$ cat config.mk
export PLATFORM = sky130hd
export DESIGN_NAME = sem_back
export DESIGN_NICKNAME = d
export VERILOG_FILES = /design/src/rtl/sem_pkg.sv /design/src/rtl/sem_back.sv
export SDC_FILE = /design/constraint.sdc
export NUM_CORES = 1
export LEC_CHECK = 0
export ABC_CLOCK_PERIOD_IN_PS = 10100
export BUFFER_PORTS_ARGS = -buffer_cell sky130_fd_sc_hd__clkbuf_2
export CORE_MARGIN = 2
export CORE_UTILIZATION = 45
export CTS_BUF_LIST = sky130_fd_sc_hd__clkbuf_16
export CTS_CLUSTER_SIZE = 8
export DETAILED_ROUTE_END_ITERATION = 10
export GPL_TIMING_DRIVEN = 0
export SLEW_MARGIN = 0
export SYNTH_ARGS = -nofsm -noshare
export SYNTH_HDL_FRONTEND = slang
export SYNTH_SLANG_ARGS = --single-unit
$ cat constraint.sdc
create_clock -name i_clk -period 10.1 [get_ports i_clk]
set_input_delay 2.525 -clock i_clk [delete_from_list [all_inputs] [get_ports i_clk]]
set_output_delay 2.525 -clock i_clk [all_outputs]
set_load 0.01 [all_outputs]
$ cat src/rtl/sem_pkg.sv
// Shared types and constants of the Sobel edge magnitude block.
`timescale 1ns / 1ps

package sem_pkg;

    localparam int unsigned PIX_W      = 8;
    localparam int unsigned FW_W       = 11;
    localparam int unsigned FH_W       = 12;
    localparam int unsigned MG_W       = 4;
    localparam int unsigned CFG_IDX_W  = 2;
    localparam int unsigned CFG_DATA_W = 12;

    localparam logic [CFG_IDX_W-1:0] CFG_FRAME_WIDTH   = 2'd0;
    localparam logic [CFG_IDX_W-1:0] CFG_FRAME_HEIGHT  = 2'd1;
    localparam logic [CFG_IDX_W-1:0] CFG_BORDER_MARGIN = 2'd2;

    localparam logic OP_PIXEL = 1'b0;
    localparam logic OP_PAD   = 1'b1;

    localparam logic [FW_W-1:0] FRAME_WIDTH_RST   = 11'd640;
    localparam logic [FH_W-1:0] FRAME_HEIGHT_RST  = 12'd480;
    localparam logic [MG_W-1:0] BORDER_MARGIN_RST = 4'd3;

    localparam int unsigned ABS_W  = 10;
    localparam int unsigned RAD_W  = 21;
    localparam int unsigned QDEPTH = 4;
    localparam int unsigned QPTR_W = 2;
    localparam int unsigned QCNT_W = 3;

    localparam int unsigned DIGITS_PER_ROUND = 4;
    localparam int unsigned ROUNDS           = 3;
    localparam int unsigned ROUND_CNT_W      = 2;
    localparam int unsigned ROOT_W           = 12;
    localparam int unsigned REM_W            = 13;
    localparam int unsigned RAD_PAD_W        = 24;

    localparam logic [PIX_W-1:0] MAG_MAX = 8'd255;

    typedef struct packed {
        logic [FW_W-1:0] frame_width;
        logic [FH_W-1:0] frame_height;
        logic [MG_W-1:0] border_margin;
    } t_cfg;

    typedef struct packed {
        logic [RAD_W-1:0] radicand;
        logic             last;
    } t_task;

endpackage

$ cat src/rtl/sem_back.sv
// Back end: iterative integer square root, clamp and result register.
`timescale 1ns / 1ps

module sem_back (
    input  logic                      i_clk,
    input  logic                      i_rst_n,
    input  logic                      i_task_valid,
    input  sem_pkg::t_task            i_task,
    output logic                      o_task_pop,
    output logic                      o_empty,
    input  logic                      i_pop,
    output logic [sem_pkg::PIX_W-1:0] o_magnitude,
    output logic                      o_frame_end
);

    localparam int unsigned REMX_W = sem_pkg::REM_W + 2;
    localparam int unsigned TRL_W  = sem_pkg::ROOT_W + 1;

    logic                                r_busy;
    logic [sem_pkg::ROUND_CNT_W-1:0]     r_cnt;
    logic [sem_pkg::RAD_PAD_W-1:0]       r_rad;
    logic [sem_pkg::REM_W-1:0]           r_rem;
    logic [sem_pkg::ROOT_W-1:0]          r_root;
    logic                                r_last;
    logic                                r_out_valid;
    logic [sem_pkg::PIX_W-1:0]           r_out_mag;
    logic                                r_out_last;

    logic                                done;
    logic                                xfer;
    logic                                load;
    logic                                out_pop;
    logic [sem_pkg::RAD_PAD_W-1:0]       rad_t;
    logic [sem_pkg::REM_W-1:0]           rem_t;
    logic [sem_pkg::ROOT_W-1:0]          root_t;
    logic [REMX_W-1:0]                   rem_w;
    logic [TRL_W-1:0]                    trial;

    assign out_pop    = i_pop && r_out_valid;
    assign done       = r_busy && (r_cnt == '0);
    assign xfer       = done && (!r_out_valid || out_pop);
    assign load       = i_task_valid && (!r_busy || xfer);
    assign o_task_pop = load;

    always_comb begin
        rad_t  = r_rad;
        rem_t  = r_rem;
        root_t = r_root;
        rem_w  = '0;
        trial  = '0;
        for (int k = 0; k < sem_pkg::DIGITS_PER_ROUND; k++) begin
            root_t = {root_t[sem_pkg::ROOT_W-2:0], 1'b0};
            rem_w  = {rem_t, rad_t[sem_pkg::RAD_PAD_W-1 -: 2]};
            rad_t  = {rad_t[sem_pkg::RAD_PAD_W-3:0], 2'b00};
            trial  = {root_t, 1'b1};
            if (REMX_W'(trial) <= rem_w) begin
                rem_w     = rem_w - REMX_W'(trial);
                root_t[0] = 1'b1;
            end
            rem_t = rem_w[sem_pkg::REM_W-1:0];
        end
    end

    always_ff @(posedge i_clk) begin
        if (!i_rst_n) begin
            r_busy <= 1'b0;
            r_cnt  <= '0;
        end else if (load) begin
            r_busy <= 1'b1;
            r_cnt  <= sem_pkg::ROUND_CNT_W'(sem_pkg::ROUNDS);
        end else if (xfer) begin
            r_busy <= 1'b0;
        end else if (r_busy && (r_cnt != '0)) begin
            r_cnt <= r_cnt - sem_pkg::ROUND_CNT_W'(1);
        end
    end

    always_ff @(posedge i_clk) begin
        if (load) begin
            r_rad  <= sem_pkg::RAD_PAD_W'(i_task.radicand);
            r_rem  <= '0;
            r_root <= '0;
            r_last <= i_task.last;
        end else if (r_busy && (r_cnt != '0)) begin
            r_rad  <= rad_t;
            r_rem  <= rem_t;
            r_root <= root_t;
        end
    end

    always_ff @(posedge i_clk) begin
        if (!i_rst_n) begin
            r_out_valid <= 1'b0;
        end else if (xfer) begin
            r_out_valid <= 1'b1;
        end else if (out_pop) begin
            r_out_valid <= 1'b0;
        end
    end

    always_ff @(posedge i_clk) begin
        if (xfer) begin
            r_out_mag  <= (r_root > sem_pkg::ROOT_W'(sem_pkg::MAG_MAX))
                        ? sem_pkg::MAG_MAX : r_root[sem_pkg::PIX_W-1:0];
            r_out_last <= r_last;
        end
    end

    assign o_empty     = !r_out_valid;
    assign o_magnitude = r_out_mag;
    assign o_frame_end = r_out_last;

endmodule

# == After elaboration in Yosys (flattened, before gate mapping) ==
# Index checks and enable logic that the tools add are counted.
# totals
ramBits,0
in_bits,26
reg_bits,63
memories,0
latch_bits,0
output_inout_bits,11
word_cells,53
rom_bits,0
# op_classes
reduce_logical,15
n_shift,0
bitwise,0
n_div,0
mul,0
add_sub_neg,5
eq_ne,1
n_mux,17
n_lt_le_gt_ge,5
# ops
cell,count
$le A13 B15 Y1,4
$mux W13,4
$sub A13 B13 Y13,4
$mux W21,2
$gt A12 B8 Y1 const B,1
$mux W1,8
$reduce_bool A2 Y1,4
$mux W2,3
$logic_and A1 B1 Y1,5
$logic_not A1 Y1,2
$logic_not A2 Y1,1
$logic_or A1 B1 Y1,2
$ne A2 B2 Y1 const B,1
$reduce_and A2 Y1,1
$sub A2 B1 Y2 const B,1

# == Longest topological paths before layout ==
# depth
word_depth,8
mapped_depth,50
depth_no_buf,44

# == Worst setup path before layout ==
# Ideal clock, no wire load.
# synth_timing
path_type,reg2reg
from,register r_rem[6] (netlist bit)
to,register r_rem[8] (netlist bit)
n_path_buf,6
setup_slack_ns,0.955
arrival_time_ns,9.021
path_stages_with_launch,43
setup_time_ns,0.124
path_cell_list,dfxtp_1 -> inv_1 -> ha_1 -> buf_4 -> a211o_1 -> o211ai_2 -> a2111oi_4 -> nor2_1 -> nor2_8 -> inv_2 -> clkbuf_1 -> buf_1 -> nand2_1 -> o22ai_1 -> ha_1 -> a211oi_1 -> o21ai_0 -> or4b_1 -> [... 7 more ...] -> nand4_1 -> or4_1 -> o41ai_1 -> nor4_1 -> nor2_2 -> clkbuf_1 -> mux2i_1 -> inv_1 -> ha_1 -> o21ai_0 -> nand2b_1 -> a21oi_1 -> o21a_1 -> o211ai_1 -> o21a_1 -> buf_2 -> a211oi_1 -> nor3_1
# synth_via
elab_chain_len,8
# synth_rtl
item,line,text
"start, declared",sem_back.sv:22,logic [sem_pkg::REM_W-1:0] r_rem;
"start signal, assigned",sem_back.sv:86,r_rem <= rem_t;
$le A13 B15 Y1 (*),sem_back.sv:56,if (REMX_W'(trial) <= rem_w) begin
$mux W1 (*),sem_back.sv:56,
"via root_t, one bit",sem_back.sv:35,logic [sem_pkg::ROOT_W-1:0] root_t;
$le A13 B15 Y1 (*),sem_back.sv:56,
$mux W1 (*),sem_back.sv:56,
"via root_t, one bit",sem_back.sv:35,
$sub A13 B13 Y13 or $le A13 B15 Y1 (tied branches),"sem_back.sv:57, sem_back.sv:56",
$mux W13 or $mux W1 (tied branches),sem_back.sv:56,
$sub A13 B13 Y13 or $le A13 B15 Y1 (tied branches),"sem_back.sv:57, sem_back.sv:56",
$mux W13 (*),sem_back.sv:56,
# The timed path passes the listed nets; every way through them passes the cells marked *.
# A chain may end at the register's enable or synchronous reset.

# == Worst setup path after layout ==
# layout_timing
from,register r_rem[6] (netlist bit)
to,register r_rem[8] (netlist bit)
# layout_via
elab_chain_len,8
# layout_rtl
item,line
$le A13 B15 Y1 (*),sem_back.sv:56
$mux W1 (*),sem_back.sv:56
"via root_t, one bit",sem_back.sv:35
$sub A13 B13 Y13 or $le A13 B15 Y1 (tied branches),"sem_back.sv:57, sem_back.sv:56"
$mux W13 or $mux W1 (tied branches),sem_back.sv:56
$sub A13 B13 Y13 or $le A13 B15 Y1 (tied branches),"sem_back.sv:57, sem_back.sv:56"
$mux W13 or $mux W1 (tied branches),sem_back.sv:56
$sub A13 B13 Y13 or $le A13 B15 Y1 (tied branches),"sem_back.sv:57, sem_back.sv:56"
$mux W13 (*),sem_back.sv:56
# Marks and branches as above.

==> report_table.html <==
<table>
<tr><th>Metric</th><th>Value</th></tr>
<tr><th colspan="2">Clock tree</th></tr>
<tr><td>Reg clk slew, reported paths</td><td>about 0.060 ns</td></tr>
<tr><td>Clock tree root buffer cell</td><td>clkbuf_16</td></tr>
<tr><td>Skew-Pair Late Insertion Delay</td><td>between 0.3 and 0.4 ns</td></tr>
<tr><td>Clock tree from TritonCTS</td><td>done</td></tr>
<tr><td>Count of clock tree sinks</td><td>63</td></tr>
<tr><td>Htree depth</td><td>3</td></tr>
<tr><td>Cts-stage hold buffer count</td><td>0</td></tr>
<tr><td>Number of buffers created by CTS</td><td>9</td></tr>
<tr><td>Deepest clock path buffer count</td><td>2</td></tr>
<tr><th colspan="2">Logic synthesis</th></tr>
<tr><td>Async set-reset flop share out of synthesis</td><td>0</td></tr>
<tr><td>Synthesized flop and latch total</td><td>63</td></tr>
<tr><td>Number of warnings issued by yosys</td><td>0</td></tr>
<tr><td>Synth Flop Type</td><td>dfxtp_1</td></tr>
<tr><td>Number of nets in the synthesized netlist</td><td>915</td></tr>
<tr><td>Yosys cell types</td><td>84</td></tr>
<tr><td>Post-Synthesis Cells</td><td>804</td></tr>
<tr><td>Syn_area_per_cell</td><td>between 7 and 8 µm²</td></tr>
<tr><td>Netlist Area Pre-Place</td><td>6419 µm²</td></tr>
<tr><td>Share of synthesized area occupied by flip-flops and latches</td><td>0.2448</td></tr>
<tr><td>Count of flip-flops with a built-in enable after synthesis</td><td>31</td></tr>
<tr><th colspan="2">Run status</th></tr>
<tr><td>Run status</td><td>finished clean</td></tr>
<tr><th colspan="2">Critical path</th></tr>
<tr><td>End of the worst register-to-register path</td><td>r_rem[8]</td></tr>
<tr><td>Crit path max fanout</td><td>11</td></tr>
<tr><td>Worst R2R Start</td><td>r_rem[6]</td></tr>
<tr><td>Slowest-stage cell, CP</td><td>or4_4</td></tr>
<tr><td>CP endpoint kind</td><td>flop</td></tr>
<tr><td>Startpoint type of the worst setup path</td><td>flop</td></tr>
<tr><td>Slack of the worst reg-to-reg path</td><td>about 0.40 ns</td></tr>
<tr><td>Slowest cell delay on critical path</td><td>~0.58 ns</td></tr>
<tr><td>Worst Path Required</td><td>between 10 and 15 ns</td></tr>
<tr><td>Worst setup path class</td><td>reg2reg</td></tr>
<tr><td>Cells on worst reg2reg path</td><td>45</td></tr>
<tr><td>Arrival time of data at the critical path endpoint</td><td>just under 10 ns</td></tr>
<tr><th colspan="2">GRT</th></tr>
<tr><td>Vias in the first global route</td><td>roughly 5900</td></tr>
<tr><td>Initial antenna violation count</td><td>0</td></tr>
<tr><td>GRT overflow</td><td>0</td></tr>
<tr><td>Global-route wire length before repair</td><td>32390 µm</td></tr>
<tr><td>Maximum number of pins on one net before global-route repair</td><td>28</td></tr>
<tr><td>Combined global-route utilization of all metal layers</td><td>0.2870</td></tr>
<tr><th colspan="2">Layout</th></tr>
<tr><td>Fillers</td><td>~1300</td></tr>
<tr><td>Post-layout util</td><td>0.5344</td></tr>
<tr><td>Signed area change from the synthesized netlist to the final layout</td><td>15.57%</td></tr>
<tr><td>Post-layout nets</td><td>969</td></tr>
<tr><td>Number of antenna repair diodes</td><td>0</td></tr>
<tr><td>Share of layout cells above drive strength 1</td><td>0.1657</td></tr>
<tr><th colspan="2">Timing</th></tr>
<tr><td>Slew at the pin closest to its max-slew limit</td><td>1.190 ns</td></tr>
<tr><td>Tightest hold margin</td><td>between 0.4 and 0.5 ns</td></tr>
<tr><td>Final Cycle Share</td><td>0.9607</td></tr>
<tr><td>Clk_skew</td><td>~0.0087 ns</td></tr>
<tr><td>Setup-violating endpoint count in the final report</td><td>0</td></tr>
<tr><td>Minimum period implied by the final worst setup slack</td><td>9.703 ns</td></tr>
<tr><td>Aggregate negative setup slack</td><td>0 ns</td></tr>
<tr><td>Max Fclk</td><td>103.1 MHz</td></tr>
<tr><td>Count of final max-slew check failures</td><td>0</td></tr>
<tr><td>Final hold violation count</td><td>0</td></tr>
<tr><td>Worst slew margin relative to its limit</td><td>0.1966</td></tr>
<tr><th colspan="2">Detailed routing</th></tr>
<tr><td>Violation count after the first detailed-routing iteration</td><td>between 400 and 500</td></tr>
<tr><td>Via total after detailed routing</td><td>~6300</td></tr>
<tr><td>Total DRC errors in the routed layout</td><td>0</td></tr>
<tr><td>Routed Antenna Nets</td><td>0</td></tr>
<tr><td>Average wire per cell in the routed design</td><td>just over 20 µm</td></tr>
<tr><td>Final Routed Wirelength</td><td>roughly 21000 µm</td></tr>
<tr><td>First-pass iteration count of the detailed router</td><td>5</td></tr>
<tr><td>Vias per cell</td><td>around 6.0</td></tr>
<tr><th colspan="2">Min path</th></tr>
<tr><td>Worst hold path type</td><td>reg2reg</td></tr>
<tr><td>Worst Min Path Start</td><td>r_last</td></tr>
<tr><td>Endpoint of the worst hold path</td><td>o_frame_end</td></tr>
<tr><td>Number of instances on the worst hold path</td><td>0</td></tr>
<tr><th colspan="2">Run</th></tr>
<tr><td># Max-Cap Violations</td><td>0</td></tr>
<tr><th colspan="2">Die</th></tr>
<tr><td>Initial core utilization</td><td>0.4624</td></tr>
<tr><td>Die outline area</td><td>between 15000 and 20000 µm²</td></tr>
<tr><td>Number of rows created at floorplan</td><td>43</td></tr>
<tr><td>I/O Pins</td><td>37</td></tr>
<tr><td>Die outline height</td><td>123.4 µm</td></tr>
<tr><td>Die X-Extent</td><td>approximately 120 µm</td></tr>
<tr><td>Placeable core area</td><td>13880 µm²</td></tr>
<tr><th colspan="2">Place</th></tr>
<tr><td>GPL Wtd Cong</td><td>0.9925</td></tr>
<tr><td>Input/output buffers</td><td>36</td></tr>
<tr><td>Half-perimeter wire length after placement</td><td>approximately 16000 µm</td></tr>
</table>
-- cells in the final DEF, fill, tap and decap left out, drive strengths merged, types with 9 or more instances in the layout --
cell	netlist	layout
edfxtp	31	31
a31oi	14	14
clkbuf	19	65
nor3	22	22
and3	12	12
nand3	31	31
xnor2	19	19
o21ai	57	57
o31ai	9	9
nand2b	13	13
a211oi	21	21
nor2	50	50
inv	80	82
dfxtp	32	32
a21oi	48	48
nand2	98	98
xor2	11	11
nand4	13	13
ha	85	85
buf	9	16
a21o	16	16
-- routing by layer --
metal / vias up / global-route usage / share of wire
met5: - / 0 / 0
met4: 0 / 0.1250 / 0.042
met3: 54 / 0.06089 / 0.073
met2: 254 / 0.4584 / 0.44
met1: 2934 / 0.3727 / 0.44
li1: 3028 / - / -
-- through the flow --
step	std cells	instance area [µm²]	setup slack [ns]
floorplan	804	6419	0.9554
detailed placement	1020	6824	-1.760
global placement	1020	6824	-1.774
finish	1043	7418	0.3967
global route	1043	7418	-0.01336
CTS	1038	7218	0.004045
-- repair_timing --
item,CTS,global route
gates resized for setup,24,43
pin swaps,2,6
setup buffers,2,5
gates cloned,0,0
endpoints found under the setup margin,14,14
-- cells in the mapped netlist (13+ instances only) --
cell type,n,share of area
nand2b_1,13,0.013
nor2_1,48,0.028
edfxtp_1,31,0.15
nor3_1,21,0.016
inv_1,77,0.045
nand3_1,31,0.024
clkbuf_1,19,0.011
a21o_1,16,0.019
a21oi_1,47,0.037
xnor2_1,19,0.026
nand2_1,98,0.057
a211oi_1,16,0.019
o21ai_0,54,0.042
ha_1,85,0.17
a31oi_1,14,0.014
dfxtp_1,32,0.10
-- how the worst max path moves through the flow --
stage	cells past startpoint	slack, ns	startpoint	endpoint
finish	45	0.40	r_rem[6]	r_rem[8]
floorplan	42	0.96	r_rem[6]	r_rem[8]
global route	47	-0.01	r_rem[6]	r_rem[8]
CTS	45	0.004	r_root[7]	r_rem[6]
global placement	38	-1.77	r_rem[8]	r_rem[10]
detailed placement	38	-1.76	r_rem[8]	r_rem[10]
-- critical path: cells and delay by family, from the launching register on --
family | cells | cell delay, ns
and+or+nand+nor | 13 | 2.74
AOI/OAI and AO/OA | 18 | 3.37
buffers and inverters | 10 | 1.65
adders and majority gates | 4 | 1.44
DFF | 1 | 0.40
-- cell families (layout without fill, tap and decap cells) --
logic type / after synthesis / in the layout / synth area share
AOI/OAI and AO/OA: 225 / 225 / 0.2454
xor gates and xnor gates: 30 / 30 / 0.04094
adders and majority gates: 85 / 85 / 0.1657
buffers and inverters: 108 / 167 / 0.06667
DFF: 63 / 63 / 0.2448
muxes: 6 / 6 / 0.009357
and+or+nand+nor: 287 / 287 / 0.2271
-- sequential cells by signal (all words and copies together), names as in the netlist --
name / cells
r_out_valid: 1
r_root: 12
r_busy: 1
o_magnitude: 8
o_frame_end: 1
r_rad: 24
r_rem: 13
r_last: 1
r_cnt: 2
-- area by class of cell --
class / instances / area (µm²) / share of cell area
Buffer: 28 / 158.9 / 0.02142
Clock buffer: 10 / 250.2 / 0.03373
Clock inverter: 6 / 41.29 / 0.005566
Inverter: 80 / 302.8 / 0.04082
Multi-Input combinational cell: 633 / 4628 / 0.6239
Sequential cell: 63 / 1579 / 0.2129
Tap cell: 180 / 225.2 / 0.03036
Timing Repair Buffer: 43 / 232.7 / 0.03137
Power is left out: the tool's default activity adds up to more than one toggle a clock period on the data nets, which glitch-free logic cannot reach.
