==> src/rtl/sem_pkg.sv <==
// Shared types and constants of the Sobel edge magnitude block.
`timescale 1ns / 1ps

package sem_pkg;

    localparam int unsigned PIX_W      = 8;
    localparam int unsigned FW_W       = 11;
    localparam int unsigned FH_W       = 12;
    localparam int unsigned MG_W       = 4;
    localparam int unsigned CFG_IDX_W  = 2;
    localparam int unsigned CFG_DATA_W = 12;

    localparam logic [CFG_IDX_W-1:0] CFG_FRAME_WIDTH   = 2'd0;
    localparam logic [CFG_IDX_W-1:0] CFG_FRAME_HEIGHT  = 2'd1;
    localparam logic [CFG_IDX_W-1:0] CFG_BORDER_MARGIN = 2'd2;

    localparam logic OP_PIXEL = 1'b0;
    localparam logic OP_PAD   = 1'b1;

    localparam logic [FW_W-1:0] FRAME_WIDTH_RST   = 11'd640;
    localparam logic [FH_W-1:0] FRAME_HEIGHT_RST  = 12'd480;
    localparam logic [MG_W-1:0] BORDER_MARGIN_RST = 4'd3;

    localparam int unsigned ABS_W  = 10;
    localparam int unsigned RAD_W  = 21;
    localparam int unsigned QDEPTH = 4;
    localparam int unsigned QPTR_W = 2;
    localparam int unsigned QCNT_W = 3;

    localparam int unsigned DIGITS_PER_ROUND = 4;
    localparam int unsigned ROUNDS           = 3;
    localparam int unsigned ROUND_CNT_W      = 2;
    localparam int unsigned ROOT_W           = 12;
    localparam int unsigned REM_W            = 13;
    localparam int unsigned RAD_PAD_W        = 24;

    localparam logic [PIX_W-1:0] MAG_MAX = 8'd255;

    typedef struct packed {
        logic [FW_W-1:0] frame_width;
        logic [FH_W-1:0] frame_height;
        logic [MG_W-1:0] border_margin;
    } t_cfg;

    typedef struct packed {
        logic [RAD_W-1:0] radicand;
        logic             last;
    } t_task;

endpackage

==> src/rtl/sem_queue.sv <==
// Short task queue between the front end and the square root unit.
`timescale 1ns / 1ps

module sem_queue (
    input  logic                       i_clk,
    input  logic                       i_rst_n,
    input  logic                       i_push,
    input  sem_pkg::t_task             i_data,
    output logic [sem_pkg::QCNT_W-1:0] o_count,
    output logic                       o_valid,
    output sem_pkg::t_task             o_data,
    input  logic                       i_pop
);

    sem_pkg::t_task                 r_mem [sem_pkg::QDEPTH];
    logic [sem_pkg::QPTR_W-1:0]     r_wr_ptr;
    logic [sem_pkg::QPTR_W-1:0]     r_rd_ptr;
    logic [sem_pkg::QCNT_W-1:0]     r_count;
    logic                           do_pop;

    assign do_pop  = i_pop && (r_count != '0);
    assign o_count = r_count;
    assign o_valid = (r_count != '0);
    assign o_data  = r_mem[r_rd_ptr];

    always_ff @(posedge i_clk) begin
        if (i_push) begin
            r_mem[r_wr_ptr] <= i_data;
        end
    end

    always_ff @(posedge i_clk) begin
        if (!i_rst_n) begin
            r_wr_ptr <= '0;
            r_rd_ptr <= '0;
            r_count  <= '0;
        end else begin
            if (i_push) begin
                r_wr_ptr <= r_wr_ptr + sem_pkg::QPTR_W'(1);
            end
            if (do_pop) begin
                r_rd_ptr <= r_rd_ptr + sem_pkg::QPTR_W'(1);
            end
            r_count <= r_count + sem_pkg::QCNT_W'(i_push) - sem_pkg::QCNT_W'(do_pop);
        end
    end

endmodule

==> config.mk <==
export PLATFORM = sky130hd
export DESIGN_NAME = sem_queue
export DESIGN_NICKNAME = d
export VERILOG_FILES = /design/src/rtl/sem_pkg.sv /design/src/rtl/sem_queue.sv
export SDC_FILE = /design/constraint.sdc
export NUM_CORES = 1
export LEC_CHECK = 0
export BUFFER_PORTS_ARGS = -buffer_cell sky130_fd_sc_hd__buf_2
export CAP_MARGIN = 20
export CORE_MARGIN = 2
export CORE_UTILIZATION = 45
export DETAILED_ROUTE_END_ITERATION = 6
export PLACE_DENSITY = 0.65
export SLEW_MARGIN = 20
export SYNTH_ARGS = -nofsm -noshare
export SYNTH_HDL_FRONTEND = slang
export SYNTH_SLANG_ARGS = --single-unit
==> constraint.sdc <==
create_clock -name i_clk -period 3.5 [get_ports i_clk]
set_input_delay 0.525 -clock i_clk [delete_from_list [all_inputs] [get_ports i_clk]]
set_output_delay 0.525 -clock i_clk [all_outputs]
set_load 0.01 [all_outputs]
After elaboration in Yosys (flattened, before gate mapping). Memory sizes are Yosys's and may differ from the RTL's. A register that Yosys moved wholly into a read port is not among the register bits. Index checks and enable logic that the tools add are counted. W data, S select, Z words.

Reduce and logical (&&, ||, !) cells: 2. Multiplexer cells: 4. Add/sub/neg operators: 4.

Operators with widths (number): $add A2 B1 Y2 const B (2); $mux W2 (2); $add A3 B1 Y3 (1); $reduce_bool A3 Y1 (1); $sub A3 B1 Y3 (1); $mux W1 (2); $logic_and A1 B1 Y1 (1).

Register bits: 7. Logic and storage cells: 14. Memories: 1. Bits of input ports: 26. Bits in writable memories: 88.

Memory list: r_mem (depth 4, width 22, rd ports 1, clocked after memory_dff 1, wr ports 1, line sem_queue.sv:15) `sem_pkg::t_task r_mem [sem_pkg::QDEPTH];`.

Depth between registers and ports, before layout. Gate-level depths: netlist of run 1.

Depth in word-level cells: 4. Mapped depth: 7.

Worst setup path before layout of run 1. No wires, ideal clock.

Kind: reg-to-reg. From: register r_count (netlist bit o_count[1]). To: register r_count (netlist bit o_count[2]). Stages on the path, launching flop included: 8. Required time: 3.385 ns. Period minus slack after synthesis: 1.976 ns. Slack: 1.524 ns. Arrival: 1.861 ns. Cell sequence: dfxtp_1 > o31a_1 > ha_1 > inv_1 > ha_1 > fa_1 > xnor3_1 > and2_1.

Longest elaborated chain between the ends: 3. Elaborated cells on any way between the ends: 4. Those cells by class: add/sub (2); reduce/logical (2).

RTL lines: from (decl) (line sem_queue.sv:18) `logic [sem_pkg::QCNT_W-1:0] r_count;`; from (signal assigned) (line sem_queue.sv:44) `r_count <= r_count + sem_pkg::QCNT_W'(i_push) - sem_pkg::QCNT_W'(do_pop);`; $reduce_bool A3 Y1 (line sem_queue.sv:21) `assign do_pop = i_pop && (r_count != '0);`; $logic_and A1 B1 Y1 (line sem_queue.sv:21); via do_pop (line sem_queue.sv:19) `logic do_pop;`; $sub A3 B1 Y3 (line sem_queue.sv:44).

The timed path passes the listed nets, and every way through them passes these cells. A chain may end at the register's enable or synchronous reset.

==> results.env, run 1 <==
LARGEST_NET_DEGREE_AT_THE_START_OF_GLOBAL_ROUTING=23
CTS_TREE='built'
ANTENNA_FOUND_INITIAL=0
WORSTSETUPSTARTPOINTTYPE='flip-flop'
CELLLEAKAGEPOWER_nW=1.488
CTS.HTREE.LEVELS=3
DRT-PASS1-ITER-COUNT=4
IO_PINS=52
SYNTH.TOP_CELL.AREA_SHARE_PCT=72.45
TOTAL_BUFFERS_AND_INVERTERS_TRAVERSED_BY_THE_CRITICAL_PATH=1
GLOBAL_ROUTE_WIRE_LENGTH_BEFORE_REPAIR_UM=8887
GROUTE.USAGE.OVERALL_PCT=13.91
CTS_RESIZED=0
FP.DIEW_UM=94.03
P_TOTAL_mW=2.618
YS.WARNINGS.COUNT=0
PEAK_IR_DROP_ON_THE_VDD_NETWORK_V=0.0003098
CLKLATENCYLATEPIN_PS=350
DETAIL_ROUTE.ITER0.VIOLATIONS=118
ROUTE.FINAL.WIRE_LENGTH_UM=5655
CTS_INSERTED_BUFFERS=9
TIMING.FINAL.WS_SETUP_PS=1007
ROUTE.VIAS.TOTAL=1663
WORST_SETUP_HOLD_PATH_CLK_SLEW_PS=90
TIMING.SETUP.CRITICAL_PATH_CLASS='reg2out'
FINALCOREUTILIZATION_PCT=54.18
SYNTH.FF_LATCH_COUNT=97
WORST_SETUP_PATH_END_KIND='output pin'
POSTSYNTHNETCOUNT=191
WORST_SLEW_PIN_SLEW_PS=769.6
FINALSETUPVIOLATIONS=0
VIASPERCELL=5.070
TIMING.FINAL.HOLD_VIOLATIONS=0
RUN_STATUS='finished clean'
ROUTED_WIRE_LENGTH_PER_INSTANCE_UM=17.24
SYNTH_SEQ_AREA_SHARE_PCT=77.39
PLACEMENT.SETUP.WORST_SLACK_PS=1305
TNS_PS=0
FINAL_AREA_MM2=0.004230
GRT_REMAINING_OVERFLOW=0
DIEAREA_MM2=0.008841
CTS_ROOT_BUF='sky130_fd_sc_hd__clkbuf_8'
AREA_DELTA_SYNTH_FINAL_PCT=15.99
POST_ROUTE_CELLS_DRIVE_ABOVE_1_SHARE_PCT=40.71
CORE_REGION_AREA_MM2=0.007807
POST_SYNTH_INST_COUNT=158
FIN_CRIT_PS=2493
ACHIEVABLE-FREQUENCY_MHz=401.1
SYNTHESIZED_CELL_AREA_MM2=0.003647
CRITICAL_PATH_PEAK_FANOUT=22
MULTI_INPUT_COMB_AREA_UM2=769.5
TIMING_MAX_TRANSITION_VIOLATIONS_FINAL=0
COUNT_OF_INPUT_AND_OUTPUT_BUFFERS=51
CELL_WITH_THE_LARGEST_STAGE_DELAY_ON_THE_WORST_PATH='sky130_fd_sc_hd__dfxtp_2'
WORSTPATHARRIVAL_PS=1970
POWER-PER-CELL-AREA_mW_PER_MM2=618.8
PATH_CELLS='mux4_1, buf_2'
CTS.PATH.MAX_BUFFERS=2
WORST_PATH_DOMINANT_CELL_FAMILY='flip-flops'
HOLD_PATH.CLASS='in2reg'
NUMCLOCKSINKS=97
GRT_SETUP_UNREPAIRED='false'
DETAILED_PLACE.AREA_MM2=0.004036
RELSLEWSLACK_PCT=48.70
LAYOUT.FILLER_CELLS=601
PLACEMENT_ROWS=32
SYNTH_TOP_AREA_CELL='sky130_fd_sc_hd__edfxtp_1'
POSTROUTEANTENNANETS=0
WORST_CLOCK_SKEW_PS=12.98
GP_CONGESTION=0.6717
FINAL_CLOCK_PERIOD_UTILIZATION_BY_THE_WORST_PATH_PCT=71.24
YOSYS-TOP-CELLS-AREA='sky130_fd_sc_hd__edfxtp_1 72%, sky130_fd_sc_hd__mux4_2 12%, sky130_fd_sc_hd__dfxtp_1 4.9%'
POST-ROUTE-DRC-COUNT=0
REQUIRED_PS=2970
HOLDBUFCOUNTCTS=0
WORST_PATH_LARGEST_CELL_DELAY_PS=840
POST_CTS.REPAIR.SETUP_BUFFERS=0
PLACE.DETAILED.HPWL_UM=3688
SYNTH.AVG_CELL_AREA_UM2=23.08
NET_COUNT_FINAL=254
NUM_ANTENNA_CELLS=0
NETLIST-CELL-TYPE-COUNT=19
NUMBER_OF_GLOBAL_ROUTE_VIAS_BEFORE_REPAIR=1756
DIE_H_UM=94.03
START_UTIL_PCT=46.71
REGISTER_AREA_MM2=0.002824
DRV_CAP=0
-- state kept, by name, summed over array words and instances (netlist names), named ones only --
register  count
r_mem        88
o_count       3
r_rd_ptr      2
r_wr_ptr      2
-- kinds of logic after synthesis --
family          share of synthesized area, %
flops                                  77.39
mux                                    14.89
simple gates                           2.264
buf+inv                                1.509
fa+ha+maj                              2.607
compound gates                        0.4804
xor+xnor                              0.8576
-- Yosys cell counts --
library cell,number
sky130_fd_sc_hd__and2_1,8
sky130_fd_sc_hd__nor2b_1,1
sky130_fd_sc_hd__edfxtp_1,88
sky130_fd_sc_hd__buf_6,2
sky130_fd_sc_hd__mux4_2,20
sky130_fd_sc_hd__mux4_1,2
sky130_fd_sc_hd__buf_2,2
sky130_fd_sc_hd__ha_1,6
sky130_fd_sc_hd__nand2_1,2
sky130_fd_sc_hd__o31a_1,1
sky130_fd_sc_hd__inv_1,6
sky130_fd_sc_hd__dfxtp_1,9
sky130_fd_sc_hd__fa_1,1
sky130_fd_sc_hd__o311ai_0,1
sky130_fd_sc_hd__xnor3_1,1
sky130_fd_sc_hd__nand2b_1,2
sky130_fd_sc_hd__mux2i_1,4
sky130_fd_sc_hd__or3_1,1
sky130_fd_sc_hd__xor2_1,1
-- report_power, final --
| group | internal [mW] | leakage (nW) | total, mW | switching [mW] |
|---|---|---|---|---|
| sequential | 1.34 | 0.883 | 1.43 | 0.0913 |
| combinational | 0.281 | 0.505 | 0.485 | 0.204 |
| clock | 0.333 | 0.101 | 0.699 | 0.366 |
| total | 1.96 | 1.49 | 2.62 | 0.661 |
-- per-layer routing --
layer / part of all wire, % / GRT usage, % / vias up
met5: 0 / 0 / -
met4: 1.0 / 5.072 / 0
met3: 3.6 / 3.772 / 6
met2: 49 / 22.38 / 36
met1: 46 / 18.34 / 853
li1: - / - / 768
-- cells in the final DEF, fill, tap and decap left out, drive strengths merged --
master	netlist	final
and2	8	8
buf	4	56
bufinv	0	1
clkbuf	0	10
clkinv	0	4
dfxtp	9	9
edfxtp	88	88
fa	1	1
ha	6	6
inv	6	7
mux2i	4	4
mux4	22	22
nand2	2	2
nand2b	2	2
nor2b	1	1
o311ai	1	1
o31a	1	1
or3	1	1
xnor3	1	1
xor2	1	1
-- path summary, 6_finish.rpt --
path | startpoint | endpoint | slack (ps) | depth (start not counted)
min | i_data[9] | r_mem[0][9] | 390 | 1
max | flip-flop | o_data[21] | 1010 | 2
max reg2reg | o_count[1] | o_count[2] | 1460 | 7
min reg2reg | r_rd_ptr[1] | r_rd_ptr[1] | 490 | 2
-- layout make-up --
| cell class | count | area share [%] |
|---|---|---|
| Inverter | 6 | 0.5324 |
| Timing Repair Buffer | 56 | 6.921 |
| Clock buffer | 10 | 3.017 |
| Tap cell | 102 | 3.017 |
| Multi-Input combinational cell | 51 | 18.19 |
| Clock inverter | 6 | 1.568 |
| Sequential cell | 97 | 66.76 |
-- per-stage QoR --
step                      hold slack (ps)  instances
final                               385.9        328
after global routing                368.6        328
after CTS                           371.4        328
after detailed placement            469.2        312
after global placement              463.0        312
after floorplan                     448.9        158
No activity file was read; power rests on OpenSTA's default activity.
==> run 2, diff against run 1 <==
- clock period: 3.5 -> 2.5 ns (I/O delays scaled with it)
==> results.env, run 2 (synthesis results as in run 1) <==
RUN_STATUS='finished clean'
GRT.MET1_USAGE_PCT=17.64  # -0.70 points
LAYOUT_COMMONEST_CELL='sky130_fd_sc_hd__edfxtp_1'
NUMCLOCKSINKS=97  # unchanged
NUMBER_OF_GLOBAL_ROUTE_VIAS_BEFORE_REPAIR=1810  # +3.1%
CLKLATENCYLATEPIN_PS=360  # about the same
RELSLEWSLACK_PCT=68.08  # +19 points
AREA_DELTA_SYNTH_FINAL_PCT=18.76
MIN_DELAY_WORST_ENDPOINT='r_mem[3][13]'
GRT_REMAINING_OVERFLOW=0  # unchanged
IO_PINS=52  # unchanged
GROUTE.USAGE.OVERALL_PCT=14.75  # +0.83 points
MULTI_INPUT_COMB_AREA_UM2=769.5  # unchanged
VIASPERCELL=5.100  # +0.60%
PEAK_IR_DROP_ON_THE_VDD_NETWORK_V=0.0005225  # +69%
POWER-PER-CELL-AREA_mW_PER_MM2=917.7  # +48%
POST-ROUTE-DRC-COUNT=0  # unchanged
ANTENNA_FOUND_INITIAL=0  # unchanged
DIEAREA_MM2=0.008841  # unchanged
CTS.HTREE.LEVELS=3  # unchanged
RR_STARTPOINT='o_count[1]'
WORSTPATHARRIVAL_PS=1670  # -300 ps
CRIT-REG2REG-CAPTURE='o_count[2]'
GP_CONGESTION=0.6855  # +2.1%
FINALSETUPVIOLATIONS=0  # unchanged
USE_MET2_PCT=24.94  # +2.6 points
REGMOSTFLOPS='r_mem'
WORST_CLOCK_SKEW_PS=5.052  # -7.923 ps
WORSTSETUPSTARTPOINTTYPE='flip-flop'
TIMING.SETUP.CRITICAL_PATH_CLASS='reg2out'
CORE_REGION_AREA_MM2=0.007807  # unchanged
START_UTIL_PCT=46.71  # unchanged
GRT_SETUP_UNREPAIRED='false'
TOTAL_BUFFERS_AND_INVERTERS_TRAVERSED_BY_THE_CRITICAL_PATH=2  # +1
CTS.PATH.MAX_BUFFERS=2  # unchanged
PLACE.DETAILED.HPWL_UM=3756  # +1.8%
POSTROUTEANTENNANETS=0  # unchanged
HOLDBUFCOUNTCTS=0  # unchanged
ACHIEVABLE-FREQUENCY_MHz=489.3
HOLD-PATH-CELL-COUNT=1  # unchanged
LARGEST_NET_DEGREE_AT_THE_START_OF_GLOBAL_ROUTING=23  # unchanged
REGISTER_AREA_MM2=0.002824  # unchanged
CELLLEAKAGEPOWER_nW=1.527  # +2.6%
POST_CTS.REPAIR.SETUP_BUFFERS=0  # unchanged
TIMING_MAX_TRANSITION_VIOLATIONS_FINAL=0  # unchanged
WORST_PATH_DOMINANT_CELL_FAMILY='multiplexers'
ROUTED_WIRE_LENGTH_PER_INSTANCE_UM=17.86  # +3.6%
WORST_SETUP_HOLD_PATH_CLK_SLEW_PS=90  # about the same
NUM_ANTENNA_CELLS=0  # unchanged
FINAL_CLOCK_PERIOD_UTILIZATION_BY_THE_WORST_PATH_PCT=81.75
FIN_CRIT_PS=2044
CRITICAL_PATH_PEAK_FANOUT=22  # unchanged
GLOBAL_ROUTE_WIRE_LENGTH_BEFORE_REPAIR_UM=9211  # +3.6%
REQUIRED_PS=2120  # -850 ps
TIMING.FINAL.HOLD_VIOLATIONS=0  # unchanged
ROUTE.VIAS.TOTAL=1678  # +0.90%
R2R_SETUP_SLACK_PS=480  # -980 ps
ROUTE.FINAL.WIRE_LENGTH_UM=5876  # +3.9%
FINAL_AREA_MM2=0.004332  # +2.4%
WORST_SETUP_PATH_END_KIND='output pin'
HOLDCRITSTARTPOINT='i_data[13]'
GLOBALROUTEMET3UTIL_PCT=2.729  # -1.0 points
DETAIL_ROUTE.ITER0.VIOLATIONS=79  # -33%
NET_COUNT_FINAL=256  # +0.79%
TNS_PS=0  # unchanged
POST_ROUTE_CELLS_DRIVE_ABOVE_1_SHARE_PCT=40.97  # +0.26 points
CRITICAL_PATH_DEPTH=3  # +1
LAYOUT.FILLER_CELLS=619  # +3.0%
DETAILED_PLACE.AREA_MM2=0.004076  # +0.99%
DRV_CAP=0  # unchanged
PATH_CELLS='buf_12, mux4_1, buf_2'
DIE_H_UM=94.03  # unchanged
LARGEST_REG_FLOPS=88  # unchanged
WORST-R2R-CELL-COUNT=7  # unchanged
GR-MAX-USAGE-LAYER='met2'
PLACEMENT_ROWS=32  # unchanged
DRT-PASS1-ITER-COUNT=4  # unchanged
WORST_PATH_LARGEST_CELL_DELAY_PS=580  # -260 ps
MOSTFREQUENTLAYOUTCELLS='88 x sky130_fd_sc_hd__edfxtp_1, 51 x sky130_fd_sc_hd__buf_2, 20 x sky130_fd_sc_hd__mux4_2'
FP.DIEW_UM=94.03  # unchanged
HOLD_PATH.CLASS='in2reg'
CTS_RESIZED=0  # unchanged
CTS_INSERTED_BUFFERS=9  # unchanged
CTS_TREE='built'
WORST_SLEW_PIN_SLEW_PS=472.9  # -296.7 ps
COUNT_OF_INPUT_AND_OUTPUT_BUFFERS=51  # unchanged
CELL_WITH_THE_LARGEST_STAGE_DELAY_ON_THE_WORST_PATH='sky130_fd_sc_hd__mux4_1'
CTS_ROOT_BUF='sky130_fd_sc_hd__clkbuf_8'
-- run 2: changes by cell type in the layout (fill, tap and decap cells not counted) --
cell                         previous run  this run
sky130_fd_sc_hd__clkinv_4               2         0
sky130_fd_sc_hd__inv_6                  1         0
sky130_fd_sc_hd__clkinv_1               0         1
sky130_fd_sc_hd__bufinv_16              1         4
sky130_fd_sc_hd__clkbuf_1               1         0
sky130_fd_sc_hd__buf_12                 0         2
sky130_fd_sc_hd__clkinvlp_4             0         1
sky130_fd_sc_hd__clkinv_2               2         0
-- run 2: report_power, final --
part / total (mW) / switching, mW / internal (mW)
Combinational: 0.789 / 0.369 / 0.420
Sequential: 1.93 / 0.0520 / 1.88
Clock: 1.26 / 0.499 / 0.756
Total: 3.98 / 0.920 / 3.06
-- run 2: cell type report --
cell class / instances / share of cell area, %
clock inverter: 6 / 3.033
sequential: 97 / 65.19
clock buffer: 9 / 2.860
timing repair buffer: 58 / 7.683
multi-input combinational: 51 / 17.76
tap: 102 / 2.946
inverter: 6 / 0.5199
-- run 2: metrics by stage --
| stage | power, mW | cells | setup WS, ps | utilization (%) | hold slack (ps) |
|---|---|---|---|---|---|
| global route | 4.156 | 329 | 385.2 | 55.48 | 221.4 |
| floorplan | 2.502 | 158 | 524.4 | - | 448.9 |
| detailed placement | 2.778 | 314 | 488.8 | 52.21 | 472.4 |
| finish | 3.975 | 329 | 456.4 | 55.48 | 221.8 |
| CTS | 4.029 | 329 | 420.3 | 55.48 | 206.5 |
| global placement | 2.769 | 314 | 511.4 | 52.21 | 457.8 |
-- run 2: worst max-delay path by stage --
stage / startpoint / end / slack (ps)
after floorplan: o_count[1] / o_count[2] / 520
after global placement: o_count[1] / o_count[2] / 510
after detailed placement: o_count[1] / o_count[2] / 490
after CTS: flip-flop / o_data[0] / 420
after global routing: flip-flop / o_data[0] / 390
final: flip-flop / o_data[0] / 460
-- run 2: layer usage --
metal	up-vias	routed length, um
met4	0	124
met5	-	0
met1	856	2435
met3	11	229
met2	42	3087
li1	769	-
==> run 3, diff against run 2 <==
- clock period: 2.5 -> 2.11 ns (I/O delays scaled with it)
==> results.env, run 3 (synthesis results as in run 1) <==
SHARE_CLK_OF_TOTAL_POWER_PCT=29.5  # -2.1 points
REGMOSTFLOPS='r_mem'
CTS.HTREE.LEVELS=3  # unchanged
GRT_REMAINING_OVERFLOW=0  # unchanged
WORSTPATHARRIVAL_PS=2230  # +560 ps
FINAL_CLOCK_PERIOD_UTILIZATION_BY_THE_WORST_PATH_PCT=93.91
IO_PINS=52  # unchanged
ANTENNA_FOUND_INITIAL=0  # unchanged
VIASPERCELL=5.024  # -1.5%
CORE_REGION_AREA_MM2=0.007807  # unchanged
CTS_ROOT_BUF='sky130_fd_sc_hd__clkbuf_8'
GP_CONGESTION=0.6835  # -0.29%
POWER-PER-CELL-AREA_mW_PER_MM2=1064  # +16%
WORSTSETUPSTARTPOINTTYPE='flip-flop'
HOLDBUFCOUNTCTS=0  # unchanged
PLACE.DETAILED.HPWL_UM=3730  # -0.71%
DETAIL_ROUTE.ITER0.VIOLATIONS=123  # +56%
FIN_HOLD_WS_PS=178.2  # -43.54 ps
GRT_SETUP_UNREPAIRED='false'
WORST-R2R-CELL-COUNT=7  # unchanged
NUMCLOCKSINKS=97  # unchanged
CRITPATHLAUNCH='o_count[2]'
FINALSETUPVIOLATIONS=0  # unchanged
CRITPATHCAPTURE='o_count[2]'
CRIT-REG2REG-CAPTURE='o_count[2]'
DRV_CAP=0  # unchanged
HOLD_PATH.CLASS='in2reg'
REQUIRED_PS=2360  # +240 ps
FP.DIEW_UM=94.03  # unchanged
TNS_PS=0  # unchanged
POWER.SHARE.COMBINATIONAL_PCT=20.8  # +1.0 points
ACHIEVABLE-FREQUENCY_MHz=504.7
WORST_SLEW_PIN_SLEW_PS=473.3  # +0.4011 ps
SWSHARE_PCT=23.70  # +0.56 points
LARGEST_REG_FLOPS=88  # unchanged
WORST_SETUP_HOLD_PATH_CLK_SLEW_PS=90  # about the same
NUM_ANTENNA_CELLS=0  # unchanged
POSTROUTEANTENNANETS=0  # unchanged
POST_ROUTE_CELLS_DRIVE_ABOVE_1_SHARE_PCT=41.56  # +0.59 points
CLKLATENCYLATEPIN_PS=350  # about the same
LARGEST_NET_DEGREE_AT_THE_START_OF_GLOBAL_ROUTING=19  # -17%
NUMBER_OF_GLOBAL_ROUTE_VIAS_BEFORE_REPAIR=1804  # -0.33%
ROUTED_WIRE_LENGTH_PER_INSTANCE_UM=17.29  # -3.2%
P_INT_mW=3.553  # +16%
ROUTE.VIAS.TOTAL=1673  # -0.30%
TIMING.FINAL.HOLD_VIOLATIONS=0  # unchanged
AREA_DELTA_SYNTH_FINAL_PCT=20.03
GLOBAL_ROUTE_WIRE_LENGTH_BEFORE_REPAIR_UM=9211  # unchanged
TIMING_MAX_TRANSITION_VIOLATIONS_FINAL=0  # unchanged
CTS_TREE='built'
DETAILED_PLACE.AREA_MM2=0.004109  # +0.80%
PLACEMENT_ROWS=32  # unchanged
RR_STARTPOINT='o_count[2]'
LAYOUT.FILLER_CELLS=604  # -2.4%
P_TOTAL_mW=4.657  # +17%
HOLD-PATH-CELL-COUNT=1  # unchanged
TIMING.SETUP.CRITICAL_PATH_CLASS='reg2reg'
FINAL_AREA_MM2=0.004378  # +1.1%
WORST_SETUP_PATH_END_KIND='flip-flop'
CELLLEAKAGEPOWER_nW=1.546  # +1.2%
CTS.PATH.MAX_BUFFERS=2  # unchanged
POST-ROUTE-DRC-COUNT=0  # unchanged
WORST_CLOCK_SKEW_PS=6.514  # +1.462 ps
START_UTIL_PCT=46.71  # unchanged
DIE_H_UM=94.03  # unchanged
FIN_CRIT_PS=1982
RUN_STATUS='finished clean'
TOTAL_SWITCHING_POWER_mW=1.104  # +20%
NET_COUNT_FINAL=259  # +1.2%
CTS_INSERTED_BUFFERS=9  # unchanged
COUNT_OF_INPUT_AND_OUTPUT_BUFFERS=51  # unchanged
LAYOUT_COMMONEST_CELL='sky130_fd_sc_hd__edfxtp_1'
RELSLEWSLACK_PCT=68.05  # about the same
DRT-PASS1-ITER-COUNT=4  # unchanged
GROUTE.USAGE.OVERALL_PCT=14.58  # -0.16 points
PEAK_IR_DROP_ON_THE_VDD_NETWORK_V=0.0005152  # -1.4%
SEQPWRFRAC_PCT=49.7  # +1.1 points
CRITICAL_PATH_PEAK_FANOUT=5  # -77%
DIEAREA_MM2=0.008841  # unchanged
MOSTFREQUENTLAYOUTCELLS='88 x sky130_fd_sc_hd__edfxtp_1, 51 x sky130_fd_sc_hd__buf_2, 20 x sky130_fd_sc_hd__mux4_2'
R2R_SETUP_SLACK_PS=130  # -350 ps
ROUTE.FINAL.WIRE_LENGTH_UM=5758  # -2.0%
## run 3: changes by cell type in the layout (fill, tap and decap cells not counted), sizes merged
cell / delta
clkinv: +1
bufinv: -1
buf: +2
clkbuf: +2
## run 3: area by class of cell
class                   count  area [um2]  area share (%)
clock inverters             6       106.4           2.429
well taps                 102       127.6           2.915
clock buffers              10       127.6           2.915
flip-flops and latches     97        2826           64.56
inverters                   6       22.52          0.5144
multi-input cells          51       769.5           17.58
repair buffers             61       397.9           9.088
## run 3: per-stage QoR
| step | utilization (%) | worst slack, ps | instances |
|---|---|---|---|
| after floorplan | - | 134.4 | 158 |
| after global placement | 52.63 | 129.0 | 315 |
| after detailed placement | 52.63 | 95.08 | 315 |
| after CTS | 55.66 | 59.58 | 331 |
| after global routing | 56.07 | 23.04 | 333 |
| final | 56.07 | 128.5 | 333 |
## run 3: how the worst min path moves through the flow
| stage | from | to |
|---|---|---|
| after floorplan | i_data[0] | r_mem[0][0] |
| after global routing | i_data[2] | r_mem[0][2] |
| after global placement | r_rd_ptr[1] | r_rd_ptr[1] |
| after detailed placement | r_rd_ptr[1] | r_rd_ptr[1] |
| final | i_data[5] | r_mem[1][5] |
| after CTS | i_data[13] | r_mem[2][13] |
## run 3: what timing repair did
item	4_1_cts	5_1_grt
hold endpoints to repair	0	0
cloned	0	1
buffers inserted	0	1
gates resized for setup	1	0
pin swaps	0	1
endpoints found under the setup margin	1	2
## run 3: worst max-delay path, stage by stage, from the launching register on
cell	delay, ps
sky130_fd_sc_hd__dfxtp_1	370
sky130_fd_sc_hd__o31a_1	340
sky130_fd_sc_hd__ha_1	270
sky130_fd_sc_hd__inv_1	40
sky130_fd_sc_hd__ha_1	180
sky130_fd_sc_hd__fa_1	360
sky130_fd_sc_hd__xnor3_1	170
sky130_fd_sc_hd__and2_1	150
## run 3: layer usage
metal  vias up  part of all wire, %  global-route usage (%)
li1        779                    -                       -
met1       850                   43                   18.29
met2        36                   51                   23.81
met3         8                  4.2                   3.772
met4         0                  1.9                   6.884
met5         -                    0                       0
## run 3: power by group through the flow
stage,Sequential (mW),Clock (mW),Combinational [mW]
floorplan,2.33,0,0.632
global placement,2.34,0,0.950
detailed placement,2.35,0,0.952
CTS,2.31,1.41,0.955
global route,2.33,1.48,1.07
finish,2.32,1.37,0.969
